### config.mk
export PLATFORM = sky130hd
export DESIGN_NAME = ogg_opus_header_tag_parser
export DESIGN_NICKNAME = d
export VERILOG_FILES = /design/src/rtl/oohtp_pkg.sv /design/src/rtl/ogg_opus_header_tag_parser.sv
export SDC_FILE = /design/constraint.sdc
export NUM_CORES = 2
export LEC_CHECK = 0
export BUFFER_PORTS_ARGS = -buffer_cell sky130_fd_sc_hd__buf_2
export CAP_MARGIN = 15
export CORE_MARGIN = 3
export CORE_UTILIZATION = 45
export CTS_BUF_LIST = sky130_fd_sc_hd__clkbuf_2
export DETAILED_ROUTE_END_ITERATION = 6
export GPL_TIMING_DRIVEN = 0
export HOLD_SLACK_MARGIN = 0.1
export PLACE_DENSITY_LB_ADDON = 0.3
export SYNTH_ARGS = -nofsm -noshare
export SYNTH_HDL_FRONTEND = slang
export SYNTH_SLANG_ARGS = --single-unit
### constraint.sdc
create_clock -name clk -period 12.85 [get_ports clk]
set_clock_uncertainty 0.05 [all_clocks]
set_input_delay 1.9275 -clock clk [delete_from_list [all_inputs] [get_ports clk]]
set_output_delay 1.9275 -clock clk [all_outputs]
set_load 0.02 [all_outputs]
### src/rtl/oohtp_pkg.sv
// Package with shared types, constants and lookup functions of the Ogg Opus header parser.
package oohtp_pkg;

    localparam int TAG_STORE_BYTES_DEFAULT = 128;
    localparam int VENDOR_LIMIT_W = 16;
    localparam int COMMENT_LIMIT_W = 25;
    localparam int CFG_DATA_W = 25;
    localparam int CFG_INDEX_W = 2;
    localparam int OUT_TDATA_W = 80;
    localparam int OUT_FIELDS_W = 73;

    localparam logic [15:0] VENDOR_LIMIT_RESET = 16'd1024;
    localparam logic [24:0] COMMENT_LIMIT_RESET = 25'd16777216;

    localparam logic [31:0] OGG_WORD = 32'h5367674f;
    localparam logic [31:0] OPUS_WORD = 32'h7375704f;
    localparam logic [31:0] HEAD_WORD = 32'h64616548;
    // "OpusTags" with the first character in the lowest byte.
    localparam logic [63:0] TAGS_TEXT = 64'h736761547375704f;

    // Configuration register indexes.
    localparam logic [CFG_INDEX_W-1:0] REG_VENDOR_LIMIT = 2'd0;
    localparam logic [CFG_INDEX_W-1:0] REG_COMMENT_LIMIT = 2'd1;

    // Result kinds.
    typedef enum logic [2:0] {
        KIND_HEADER = 3'd0,
        KIND_TAG_BYTE = 3'd1,
        KIND_TAG_END = 3'd2,
        KIND_TAG_CANCEL = 3'd3,
        KIND_DONE = 3'd4
    } kind_t;

    // Result payload, last field in the lowest bits.
    typedef struct packed {
        logic [7:0] tag_byte;
        logic [2:0] tag_key;
        logic [3:0] layout_class;
        logic [31:0] input_rate;
        logic [7:0] mapping_family;
        logic [7:0] channel_count;
        logic [7:0] version_number;
        logic version_valid;
        logic detected;
    } res_data_t;

    typedef struct packed {
        logic last;
        kind_t kind;
        res_data_t data;
    } res_t;

    // Byte n of the "OpusTags" signature.
    function automatic logic [7:0] tags_char(input logic [2:0] idx);
        return TAGS_TEXT[idx*8 +: 8];
    endfunction

    // Length of each key text including the equals sign.
    function automatic logic [3:0] key_len(input logic [2:0] k);
        case (k)
            3'd0: return 4'd7;
            3'd1: return 4'd6;
            3'd2: return 4'd6;
            3'd3: return 4'd6;
            default: return 4'd9;
        endcase
    endfunction

    // Character of a key text at a position; positions past the key give zero.
    function automatic logic [7:0] key_char(input logic [2:0] k, input logic [3:0] pos);
        logic [71:0] text;
        begin
            case (k)
                3'd0: text = {16'h0, "=tsitra"};
                3'd1: text = {24'h0, "=eltit"};
                3'd2: text = {24'h0, "=mubla"};
                3'd3: text = {24'h0, "=erneg"};
                default: text = "=resopmoc";
            endcase
            return (pos < 4'd9) ? text[pos*8 +: 8] : 8'h00;
        end
    endfunction

    // Channel layout class from channel count and mapping family.
    function automatic logic [3:0] layout_of(input logic [7:0] ch, input logic [7:0] map);
        if (map == 8'd0)
            return (ch == 8'd1 || ch == 8'd2) ? ch[3:0] : 4'd0;
        else if (map == 8'd1)
            return (ch >= 8'd1 && ch <= 8'd8) ? ch[3:0] : 4'd0;
        else
            return 4'd9;
    endfunction

endpackage

### src/rtl/ogg_opus_header_tag_parser.sv
// Top level of the Ogg Opus identification header and comment tag parser.
//
// Usage: captured file bytes enter on the s_axis channel, one byte per transfer,
// with tlast set on the final captured byte. The parser checks the first Ogg
// page and its OpusHead body, then the second page with OpusTags, and reports
// on the m_axis channel: a header info result, value bytes of artist, title,
// album, genre and composer comments, tag end and tag cancel marks, and a final
// done result. tuser gives the result kind; tlast marks the last result caused
// by one input byte. One input byte causes at most two results.
// Results are registered: the results of a byte enter the result queue when it is taken.
// Throughput: one byte per cycle; the rate is set by the four-entry result
// queue, which takes a byte whenever it has room for two results, so a run of
// bytes that each cause two results drains at one result per cycle unless stalled.
// Configuration writes on cfg_we take effect at once.
// Reset clears the parse to the start of page one, empties the queue and
// loads the default limits. When the receiver stalls, results wait in the
// queue and s_axis_tready falls once fewer than two entries are free.
// After the done result every further byte is taken and dropped until reset.
module ogg_opus_header_tag_parser #(
    parameter int TAG_STORE_BYTES = oohtp_pkg::TAG_STORE_BYTES_DEFAULT
) (
    input  logic clk,
    input  logic rst_n,
    // Input stream; tdata: data_byte[7:0].  tlast: end_of_capture.
    input  logic s_axis_tvalid,
    output logic s_axis_tready,
    input  logic [7:0] s_axis_tdata,
    input  logic s_axis_tlast,
    // Result stream; tdata: detected[0], version_valid[1], version_number[9:2],
    // channel_count[17:10], mapping_family[25:18], input_rate[57:26],
    // layout_class[61:58], tag_key[64:62], tag_byte[72:65], zero fill above.
    // tuser: kind[2:0].  tlast: last_in_run.
    output logic m_axis_tvalid,
    input  logic m_axis_tready,
    output logic [oohtp_pkg::OUT_TDATA_W-1:0] m_axis_tdata,
    output logic [2:0] m_axis_tuser,
    output logic m_axis_tlast,
    // Configuration write port.
    input  logic cfg_we,
    input  logic [oohtp_pkg::CFG_INDEX_W-1:0] cfg_index,
    input  logic [oohtp_pkg::CFG_DATA_W-1:0] cfg_data
);

    localparam int VBS_W = $clog2(TAG_STORE_BYTES);
    localparam logic [VBS_W-1:0] VBS_MAX = VBS_W'(TAG_STORE_BYTES - 1);

    typedef enum logic [11:0] {
        PH_P1_HDR    = 12'b000000000001,
        PH_P1_LACE   = 12'b000000000010,
        PH_HEAD_BODY = 12'b000000000100,
        PH_P2_HDR    = 12'b000000001000,
        PH_P2_LACE   = 12'b000000010000,
        PH_TAG_MAGIC = 12'b000000100000,
        PH_VLEN      = 12'b000001000000,
        PH_VSKIP     = 12'b000010000000,
        PH_COUNT     = 12'b000100000000,
        PH_CLEN      = 12'b001000000000,
        PH_COMMENT   = 12'b010000000000,
        PH_DONE      = 12'b100000000000
    } phase_t;

    // Parser state.
    phase_t phase_reg, phase_next;
    logic [8:0] pos_reg, pos_next;
    logic [7:0] seg_reg, seg_next;
    logic [15:0] bsize_reg, bsize_next;
    logic [15:0] brem_reg, brem_next;
    logic [31:0] wa_reg, wa_next;
    logic [7:0] ver_reg, ver_next;
    logic [7:0] ch_reg, ch_next;
    logic [7:0] map_reg, map_next;
    logic [31:0] rate_reg, rate_next;
    logic [31:0] cleft_reg, cleft_next;
    logic [24:0] crem_reg, crem_next;
    logic [4:0] mask_reg, mask_next;
    logic [VBS_W-1:0] vbs_reg, vbs_next;
    logic det_reg, det_next;
    logic topen_reg, topen_next;
    logic [2:0] tkey_reg, tkey_next;
    logic [15:0] vlim_reg;
    logic [24:0] clim_reg;

    // Result queue.
    oohtp_pkg::res_t q_reg [4];
    logic [1:0] wp_reg, rp_reg;
    logic [2:0] cnt_reg;

    logic in_fire, out_fire;
    logic ev_header, ev_byte, ev_end, ev_finish, cancel;
    logic [7:0] ev_val;
    logic [2:0] ev_key, cancel_key;
    logic [31:0] wa_new;
    logic [7:0] lb;
    logic found;
    oohtp_pkg::res_t r0, r1;
    logic [1:0] nres;

    assign in_fire = s_axis_tvalid && s_axis_tready;
    assign out_fire = m_axis_tvalid && m_axis_tready;
    assign s_axis_tready = (cnt_reg <= 3'd2);

    // Configuration registers.
    always_ff @(posedge clk or negedge rst_n)
    begin
        if (!rst_n)
        begin
            vlim_reg <= oohtp_pkg::VENDOR_LIMIT_RESET;
            clim_reg <= oohtp_pkg::COMMENT_LIMIT_RESET;
        end
        else if (cfg_we)
        begin
            if (cfg_index == oohtp_pkg::REG_VENDOR_LIMIT)
                vlim_reg <= cfg_data[15:0];
            else if (cfg_index == oohtp_pkg::REG_COMMENT_LIMIT)
                clim_reg <= cfg_data;
        end
    end

    // Per-byte parse step.
    always_comb
    begin
        phase_next = phase_reg;
        pos_next = pos_reg;
        seg_next = seg_reg;
        bsize_next = bsize_reg;
        brem_next = brem_reg;
        wa_next = wa_reg;
        ver_next = ver_reg;
        ch_next = ch_reg;
        map_next = map_reg;
        rate_next = rate_reg;
        cleft_next = cleft_reg;
        crem_next = crem_reg;
        mask_next = mask_reg;
        vbs_next = vbs_reg;
        det_next = det_reg;
        topen_next = topen_reg;
        tkey_next = tkey_reg;
        ev_header = 1'b0;
        ev_byte = 1'b0;
        ev_end = 1'b0;
        ev_finish = 1'b0;
        cancel = 1'b0;
        cancel_key = 3'd0;
        ev_val = 8'd0;
        ev_key = 3'd0;
        found = 1'b0;
        wa_new = wa_reg | (32'(s_axis_tdata) << {pos_reg[1:0], 3'b000});
        lb = (s_axis_tdata >= 8'h41 && s_axis_tdata <= 8'h5a) ? s_axis_tdata + 8'd32
                                                              : s_axis_tdata;

        unique case (phase_reg) inside
            PH_P1_HDR, PH_P2_HDR:
            begin
                if (pos_reg < 9'd4)
                begin
                    if (s_axis_tdata != oohtp_pkg::OGG_WORD[pos_reg[1:0]*8 +: 8])
                    begin
                        phase_next = PH_DONE;
                        ev_finish = 1'b1;
                    end
                    else
                        pos_next = pos_reg + 9'd1;
                end
                else if (pos_reg >= 9'd26)
                begin
                    if (s_axis_tdata == 8'd0)
                    begin
                        phase_next = PH_DONE;
                        ev_finish = 1'b1;
                    end
                    else
                    begin
                        seg_next = s_axis_tdata;
                        bsize_next = 16'd0;
                        pos_next = 9'd0;
                        phase_next = (phase_reg == PH_P2_HDR) ? PH_P2_LACE : PH_P1_LACE;
                    end
                end
                else
                    pos_next = pos_reg + 9'd1;
            end
            PH_P1_LACE, PH_P2_LACE:
            begin
                bsize_next = bsize_reg + 16'(s_axis_tdata);
                pos_next = pos_reg + 9'd1;
                if (pos_next >= 9'(seg_reg))
                begin
                    if (bsize_next < ((phase_reg == PH_P2_LACE) ? 16'd12 : 16'd19))
                    begin
                        phase_next = PH_DONE;
                        ev_finish = 1'b1;
                    end
                    else
                    begin
                        brem_next = bsize_next;
                        pos_next = 9'd0;
                        wa_next = 32'd0;
                        phase_next = (phase_reg == PH_P2_LACE) ? PH_TAG_MAGIC : PH_HEAD_BODY;
                    end
                end
            end
            PH_HEAD_BODY:
            begin
                if (pos_reg < 9'd8 && s_axis_tdata != (pos_reg < 9'd4
                        ? oohtp_pkg::OPUS_WORD[pos_reg[1:0]*8 +: 8]
                        : oohtp_pkg::HEAD_WORD[pos_reg[1:0]*8 +: 8]))
                begin
                    phase_next = PH_DONE;
                    ev_finish = 1'b1;
                end
                else
                begin
                    if (pos_reg == 9'd8)
                        ver_next = s_axis_tdata;
                    if (pos_reg == 9'd9)
                        ch_next = s_axis_tdata;
                    if (pos_reg >= 9'd12 && pos_reg <= 9'd15)
                    begin
                        wa_next = wa_new;
                        if (pos_reg == 9'd15)
                            rate_next = wa_new;
                    end
                    if (pos_reg == 9'd18)
                        map_next = s_axis_tdata;
                    if (pos_reg < 9'd511)
                        pos_next = pos_reg + 9'd1;
                    if (brem_reg != 16'd0)
                        brem_next = brem_reg - 16'd1;
                    if (brem_next == 16'd0)
                    begin
                        det_next = 1'b1;
                        ev_header = 1'b1;
                        phase_next = PH_P2_HDR;
                        pos_next = 9'd0;
                    end
                end
            end
            PH_TAG_MAGIC:
            begin
                if (s_axis_tdata != oohtp_pkg::tags_char(pos_reg[2:0]))
                begin
                    phase_next = PH_DONE;
                    ev_finish = 1'b1;
                end
                else
                begin
                    if (brem_reg != 16'd0)
                        brem_next = brem_reg - 16'd1;
                    pos_next = pos_reg + 9'd1;
                    if (pos_next >= 9'd8)
                    begin
                        phase_next = PH_VLEN;
                        pos_next = 9'd0;
                        wa_next = 32'd0;
                    end
                end
            end
            PH_VLEN, PH_COUNT, PH_CLEN:
            begin
                wa_next = wa_new;
                pos_next = pos_reg + 9'd1;
                if (brem_reg != 16'd0)
                    brem_next = brem_reg - 16'd1;
                if (pos_next >= 9'd4)
                begin
                    if (phase_reg == PH_VLEN)
                    begin
                        if (wa_new > 32'(vlim_reg) || 32'(brem_next) < wa_new)
                        begin
                            phase_next = PH_DONE;
                            ev_finish = 1'b1;
                        end
                        else if (wa_new == 32'd0)
                        begin
                            if (brem_next < 16'd4)
                            begin
                                phase_next = PH_DONE;
                                ev_finish = 1'b1;
                            end
                            else
                            begin
                                phase_next = PH_COUNT;
                                pos_next = 9'd0;
                                wa_next = 32'd0;
                            end
                        end
                        else
                        begin
                            crem_next = wa_new[24:0];
                            phase_next = PH_VSKIP;
                        end
                    end
                    else if (phase_reg == PH_CLEN &&
                             (wa_new > 32'(clim_reg) || 32'(brem_next) < wa_new))
                    begin
                        phase_next = PH_DONE;
                        ev_finish = 1'b1;
                    end
                    else if (phase_reg == PH_CLEN && wa_new != 32'd0)
                    begin
                        crem_next = wa_new[24:0];
                        mask_next = 5'h1f;
                        pos_next = 9'd0;
                        vbs_next = '0;
                        topen_next = 1'b0;
                        phase_next = PH_COMMENT;
                    end
                    else
                    begin
                        // Next comment; end when none left or body under 4 bytes.
                        if (phase_reg == PH_COUNT)
                            cleft_next = wa_new;
                        if (cleft_next == 32'd0 || brem_next < 16'd4)
                        begin
                            phase_next = PH_DONE;
                            ev_finish = 1'b1;
                        end
                        else
                        begin
                            cleft_next = cleft_next - 32'd1;
                            phase_next = PH_CLEN;
                            pos_next = 9'd0;
                            wa_next = 32'd0;
                        end
                    end
                end
            end
            PH_VSKIP:
            begin
                if (brem_reg != 16'd0)
                    brem_next = brem_reg - 16'd1;
                if (crem_reg != 25'd0)
                    crem_next = crem_reg - 25'd1;
                if (crem_next == 25'd0)
                begin
                    if (brem_next < 16'd4)
                    begin
                        phase_next = PH_DONE;
                        ev_finish = 1'b1;
                    end
                    else
                    begin
                        phase_next = PH_COUNT;
                        pos_next = 9'd0;
                        wa_next = 32'd0;
                    end
                end
            end
            PH_COMMENT:
            begin
                if (brem_reg != 16'd0)
                    brem_next = brem_reg - 16'd1;
                if (crem_reg != 25'd0)
                    crem_next = crem_reg - 25'd1;
                if (topen_reg)
                begin
                    if (vbs_reg < VBS_MAX)
                    begin
                        ev_byte = 1'b1;
                        ev_val = s_axis_tdata;
                        ev_key = tkey_reg;
                        vbs_next = vbs_reg + 1'b1;
                    end
                end
                else if (mask_reg != 5'd0)
                begin
                    // Match all still live keys against this byte, first full match wins.
                    for (int k = 0; k < 5; k++)
                    begin
                        if (!found && mask_next[k])
                        begin
                            if (pos_reg >= 9'(oohtp_pkg::key_len(3'(k))) ||
                                lb != oohtp_pkg::key_char(3'(k), pos_reg[3:0]))
                                mask_next[k] = 1'b0;
                            else if (pos_reg + 9'd1 == 9'(oohtp_pkg::key_len(3'(k))))
                            begin
                                found = 1'b1;
                                topen_next = 1'b1;
                                tkey_next = 3'(k);
                                mask_next = 5'd0;
                                vbs_next = '0;
                            end
                        end
                    end
                    pos_next = pos_reg + 9'd1;
                end
                if (crem_next == 25'd0)
                begin
                    if (topen_next)
                    begin
                        ev_end = 1'b1;
                        ev_key = tkey_next;
                        topen_next = 1'b0;
                    end
                    if (cleft_reg == 32'd0 || brem_next < 16'd4)
                    begin
                        phase_next = PH_DONE;
                        ev_finish = 1'b1;
                    end
                    else
                    begin
                        cleft_next = cleft_reg - 32'd1;
                        phase_next = PH_CLEN;
                        pos_next = 9'd0;
                        wa_next = 32'd0;
                    end
                end
            end
            PH_DONE:
            begin
            end
            default:
            begin
            end
        endcase

        // End of capture closes a running parse.
        if (s_axis_tlast && phase_next != PH_DONE && phase_reg != PH_DONE)
        begin
            if (topen_next)
            begin
                cancel = 1'b1;
                cancel_key = tkey_next;
                ev_byte = 1'b0;
                topen_next = 1'b0;
            end
            phase_next = PH_DONE;
            ev_finish = 1'b1;
        end
        if (ev_byte && ev_end && ev_finish)
            ev_end = 1'b0;
    end

    // Order the results of this byte into at most two queue entries.
    always_comb
    begin
        oohtp_pkg::res_t rs [5];
        logic [4:0] ev;
        for (int i = 0; i < 5; i++)
            rs[i] = '0;
        rs[0].kind = oohtp_pkg::KIND_HEADER;
        rs[0].data.detected = 1'b1;
        rs[0].data.version_valid = (ver_next == 8'd1);
        rs[0].data.version_number = ver_next;
        rs[0].data.channel_count = ch_next;
        rs[0].data.mapping_family = map_next;
        rs[0].data.input_rate = rate_next;
        rs[0].data.layout_class = oohtp_pkg::layout_of(ch_next, map_next);
        rs[1].kind = oohtp_pkg::KIND_TAG_BYTE;
        rs[1].data.tag_key = ev_key;
        rs[1].data.tag_byte = ev_val;
        rs[2].kind = oohtp_pkg::KIND_TAG_END;
        rs[2].data.tag_key = ev_key;
        rs[3].kind = oohtp_pkg::KIND_TAG_CANCEL;
        rs[3].data.tag_key = cancel_key;
        rs[4].kind = oohtp_pkg::KIND_DONE;
        rs[4].data.detected = det_next;
        ev = {ev_finish, cancel, ev_end, ev_byte, ev_header};
        r0 = '0;
        r1 = '0;
        nres = 2'd0;
        for (int i = 0; i < 5; i++)
        begin
            if (ev[i])
            begin
                if (nres == 2'd0)
                    r0 = rs[i];
                else
                    r1 = rs[i];
                nres = nres + 2'd1;
            end
        end
        if (nres == 2'd1)
            r0.last = 1'b1;
        r1.last = 1'b1;
        if (phase_reg == PH_DONE)
            nres = 2'd0;
    end

    // State registers.
    always_ff @(posedge clk or negedge rst_n)
    begin
        if (!rst_n)
        begin
            phase_reg <= PH_P1_HDR;
            pos_reg <= 9'd0;
            seg_reg <= 8'd0;
            bsize_reg <= 16'd0;
            brem_reg <= 16'd0;
            wa_reg <= 32'd0;
            ver_reg <= 8'd0;
            ch_reg <= 8'd0;
            map_reg <= 8'd0;
            rate_reg <= 32'd0;
            cleft_reg <= 32'd0;
            crem_reg <= 25'd0;
            mask_reg <= 5'h1f;
            vbs_reg <= '0;
            det_reg <= 1'b0;
            topen_reg <= 1'b0;
            tkey_reg <= 3'd0;
        end
        else if (in_fire)
        begin
            phase_reg <= phase_next;
            pos_reg <= pos_next;
            seg_reg <= seg_next;
            bsize_reg <= bsize_next;
            brem_reg <= brem_next;
            wa_reg <= wa_next;
            ver_reg <= ver_next;
            ch_reg <= ch_next;
            map_reg <= map_next;
            rate_reg <= rate_next;
            cleft_reg <= cleft_next;
            crem_reg <= crem_next;
            mask_reg <= mask_next;
            vbs_reg <= vbs_next;
            det_reg <= det_next;
            topen_reg <= topen_next;
            tkey_reg <= tkey_next;
        end
    end

    // Result queue pointers and count.
    always_ff @(posedge clk or negedge rst_n)
    begin
        if (!rst_n)
        begin
            wp_reg <= 2'd0;
            rp_reg <= 2'd0;
            cnt_reg <= 3'd0;
        end
        else
        begin
            if (in_fire)
                wp_reg <= wp_reg + nres;
            if (out_fire)
                rp_reg <= rp_reg + 2'd1;
            cnt_reg <= cnt_reg + (in_fire ? 3'(nres) : 3'd0) - (out_fire ? 3'd1 : 3'd0);
        end
    end

    // Result queue storage.
    always_ff @(posedge clk)
    begin
        if (in_fire && nres != 2'd0)
            q_reg[wp_reg] <= r0;
        if (in_fire && nres == 2'd2)
            q_reg[wp_reg + 2'd1] <= r1;
    end

    assign m_axis_tvalid = (cnt_reg != 3'd0);
    assign m_axis_tdata = {{(oohtp_pkg::OUT_TDATA_W - oohtp_pkg::OUT_FIELDS_W){1'b0}},
                           q_reg[rp_reg].data};
    assign m_axis_tuser = q_reg[rp_reg].kind;
    assign m_axis_tlast = q_reg[rp_reg].last;

endmodule

# Word level (Yosys, flattened, before mapping)
# Memories as Yosys holds them, arrays and structs flattened.
# Index checks and enable logic that the tools add are counted.
[word_totals] wordCells=638 mem_count=1 inputBits=41 regBits=271 ram_bits=308
[classes] reduce_logical=70 n_addsub=17 shifts=10 n_eq_ne=67 n_bitwise=4 muxes=419 n_lt_le_gt_ge=28
[memory_table] memory="q_reg" words=4 word_bits=77 rd=1 rd_clocked_by_memory_dff=0 write_ports=2 line_no="ogg_opus_header_tag_parser.sv:84" rtl="oohtp_pkg::res_t q_reg [4];"
[ops] cell="$mux 72" n=20
[ops] cell="$mux 32" n=35
[ops] cell="$mux 77" n=8
[ops] cell="$mux 76" n=5
[ops] cell="$shiftx 72x8->8" n=5
[ops] cell="$mux 12" n=23
[ops] cell="$mux 25" n=9
[ops] cell="$mux 9" n=25
[ops] cell="$mux 16" n=13
[ops] cell="$mux 4" n=51
[ops] cell="$pmux 32 s6" n=1
[ops] cell="$mux 7" n=25
[ops] cell="$mux 8" n=19
[ops] cell="$mux 5" n=30
[ops] cell="$mux 74" n=2
[ops] cell="$mux 3" n=38
[ops] cell="$logic_not 32->1" n=3
[ops] cell="$pmux 16 s6" n=1
[ops] cell="$shiftx 32x6->8 const A" n=3
[ops] cell="$mux 1" n=94
[ops] cell="$pmux 12 s7" n=1
[ops] cell="$mux 75" n=1
[ops] cell="$pmux 25 s3" n=1
[ops] cell="$ne 8x8->1" n=8
[ops] cell="other kinds (97)" n=194

# Depth between registers and ports, before layout
[logic_depth] depth_word=125 depth_mapped=37 depth_no_buf=35

# Worst setup path after synthesis
# No wires, ideal clock.
[synth_path] path_kind="input -> register" start="input s_axis_tdata[0]" end="memory q_reg[0][0] (netlist bit), enable pin" setup_slack_ns=3.722 setup_ns=0.366 t_arrival_ns=8.711 n_path_buf=6 cell_stages=32 required_time_ns=12.434 path_cell_list="clkbuf_1 > clkbuf_1 > clkbuf_1 > a21o_1 > inv_1 > ha_1 > nand4_1 > nor4_1 > nand4_1 > or4_4 > a2111oi_2 > o21ai_1 > nor4_1 > a211o_1 > nor4b_2 > a21oi_2 > nor2_1 > inv_1 > ha_1 > nand2_1 > or4_1 > o41ai_2 > a21o_1 > ha_1 > mux2i_1 > xnor2_1 > a211oi_2 > buf_2 > or2_1 > buf_6 > buf_4 > nand2_1"
[synth_lines] element="start, declared" line_no="ogg_opus_header_tag_parser.sv:27" rtl="input logic [7:0] s_axis_tdata,"
[synth_lines] element="end, declared" line_no="ogg_opus_header_tag_parser.sv:84"

==> impl_results.md <==
- GP Congestion: 1.00
- Endpoint type of the worst setup path: flop
- Drt wl/cell: 22.7 um
- # DRC: 0
- Pre-antenna DRT Iters: 6
- Top cells by area, synth: dfrtp_1 (19%), dfxtp_1 (14%), o211ai_1 (5.6%)
- Chip width: 284 um
- Slowest cell on crit path: clkbuf_1
- Synth unique cells: 93
- Final period util: 0.908
- Vias: 34008
- Hold Path Origin: rate_reg[4]$_DFFE_PN0P_
- WHS Path Cells: 2
- Ys flop type: dfrtp_1
- R2r setup slk: 1470 ps
- Max Freq: 85.7 MHz
- Crit-path max cell delay: 830 ps
- Outcome: completed
- Placed cells: 5199
- Yosys warnings: 0
- PwrDens: 105 nW/um^2
- First-pass GRT wire length: 192 mm
- Leak: 15.4 nW
- Max-slew violations: 0
- Root Buffer: clkbuf_2
- Final setup fails: 0
- Final net count: 4477
- Number of synthesized register bits: 579
- Synth Cell Area: 34700 um^2
- Tmin final: 11670 ps
- Critical path launch point type: primary input
- Max-cap viol count: 0
- Port bufs: 119
- Vias per cell: 6.20
- Die H: 284 um
- Slew @ Worst Pin: 1300 ps
- Num CTS Buffers: 155
- Total global routing overflow: 0
- Post-CTS Setup Inserts: 0
- Num rows: 101
- Fillers: 7511
- Post-cts hold buffer count: 0
- Clk Latency, worst-skew pair: 1410 ps
- CTS tree: built
- Total GRT Usage: 0.301
- Max_slew headroom: 0.127
- Asr flop ratio synth: 0.468
- Initial antenna violation count: 5
- Vias in the first global route: 32626
- Unrepaired setup endpoints after global routing: false
- Largest net degree at the start of global routing: 112
- IO Pins: 127
- Core area: 76200 um^2
- Yosys top cell by area: dfrtp_1
- DRT Wirelength: 124 mm
- Sink Count: 579
- Min-Delay Endpoint: rate_reg[4]$_DFFE_PN0P_
- Clock buffer depth: 3
- EDFF count, synth: 60
- Worst R2R Start: pos_reg[0]$_DFFE_PN0P_
- Starting Density: 0.456
- R2r worst-path depth: 30
- Die Area: 80500 um^2
- Worst-path clk slew: 90 ps
- CP max FO: 15
- Critical path start-end classification: in -> reg
- Synth Instances: 4038
- Critical R2R Capture: q_reg[1][64]$_DFFE_PP_
- Pwr Total: 4.02 mW
- HP Class: reg -> reg
- Final Non-Filler Cells: 5482
- Sequential area share after synthesis: 0.390
- Share of Yosys cell area claimed by the top area cell type: 0.189
- Max IR drop VDD: 0.0000709 V
- Setup TNS: 0 ps
- 1st-iter DRT viols: 3792
- CP Data Required Time: 13740 ps
- HPWL reported at the end of detailed placement: 90.6 mm
- Antenna viol nets, final: 0
- Area Growth Syn to Fin: 10.1%
- Layout cell share with drive strength beyond 1: 0.145
- Mean Syn Cell Area: 8.60 um^2
- Max FFs per register: 308
- Final hold violations: 0
- WP data arrival: 12550 ps
- H-tree depth: 4
- Post-CTS sizing: 0
[where the power goes]
| part | switching (mW) | total, mW | internal [mW] | leakage (nW) |
|---|---|---|---|---|
| clock | 0.842 | 1.39 | 0.551 | 1.10 |
| sequential | 0.0186 | 1.89 | 1.87 | 6.24 |
| combinational | 0.490 | 0.736 | 0.246 | 8.04 |
| total | 1.35 | 4.02 | 2.67 | 15.4 |
[Yosys cell counts (29+ instances only)]
cell and instances:
a21o_1 35, a21oi_1 237, buf_1 29, buf_2 56, clkbuf_1 234, dfrtp_1 263, dfxtp_1 248, edfxtp_1 60
ha_1 106, inv_1 123, mux2_2 58, mux2i_1 33, mux4_2 77, nand2_1 472, nand2b_1 38, nand3_1 75
nand4_1 50, nor2_1 289, nor3_1 92, nor4_1 44, o211ai_1 259, o21ai_0 366, o21ai_1 191, o22ai_1 39
or2_2 29, or3_1 32, xnor2_1 62, xor2_1 39
[how the worst max path moves through the flow]
stage	start	end	slack, ps
2_1_floorplan	s_axis_tdata[0]	q_reg[0][0]$_DFFE_PP_	3720
3_3_place_gp	s_axis_tdata[4]	q_reg[1][64]$_DFFE_PP_	40
3_5_place_dp	s_axis_tdata[4]	q_reg[1][64]$_DFFE_PP_	80
4_1_cts	s_axis_tdata[4]	q_reg[1][64]$_DFFE_PP_	1570
5_1_grt	s_axis_tdata[4]	q_reg[1][66]$_DFFE_PP_	840
6_report	s_axis_tdata[4]	q_reg[1][64]$_DFFE_PP_	1180
[area by class of cell]
type | count | area (um^2) | area share
timing repair buffer | 127 | 706 | 0.0185
clock buffer | 235 | 1180 | 0.0308
antenna | 3 | 7.51 | 0.000196
multi-input combinational | 3006 | 19400 | 0.506
buffer | 334 | 1390 | 0.0363
clock inverter | 43 | 280 | 0.00733
sequential | 579 | 13600 | 0.355
inverter | 125 | 469 | 0.0123
tap | 1030 | 1290 | 0.0337
[per-layer routing]
layer  part of all wire  routed length (um)  GRT usage  up-vias
li1                   -                   -          -    15490
met1               0.41               50900      0.400    16350
met2               0.45               55800      0.469     1783
met3              0.095               11800     0.0663      385
met4              0.048                5980      0.140        0
met5                  0                   0          0        -
[placed cells by master (no fill, tap or decap), types with 62 or more instances in the layout]
cell type  count
o21ai_1      191
dfrtp_1      263
nand2_1      472
nand3_1       75
clkbuf_2     235
nor3_1        92
ha_1         106
o21ai_0      366
inv_1        123
nor2_1       289
clkbuf_1     234
mux4_2        77
buf_2        174
dfxtp_1      248
o211ai_1     259
a21oi_1      237
xnor2_1       62
[stage by stage]
| step | utilization | setup WS (ps) | area, um^2 | hold WS, ps |
|---|---|---|---|---|
| after floorplan | - | 3720 | 34800 | 390 |
| after global placement | 0.481 | 43.2 | 36600 | 404 |
| after detailed placement | 0.482 | 78.9 | 36700 | 406 |
| after CTS | 0.501 | 1570 | 38200 | 334 |
| after global routing | 0.502 | 835 | 38200 | 419 |
| final | 0.502 | 1180 | 38200 | 435 |
[worst max-delay path: cells and delay by family]
kind | cells | cell delay [ps]
simple gates | 11 | 3570
buf+inv | 9 | 3510
compound gates | 9 | 2720
fa+ha+maj | 3 | 770
[cell families after synthesis]
group | after synthesis | synth area share
AO/OA/AOI/OAI | 1338 | 0.235
XOR/XNOR | 101 | 0.0255
adder cells (fa/ha/maj) | 108 | 0.0393
buffers and inverters | 459 | 0.0535
flip-flops | 579 | 0.390
multiplexers | 168 | 0.0782
other | 1 | 0.000108
AND/OR/NAND/NOR | 1284 | 0.178
Power figures use the tool's default switching activity.
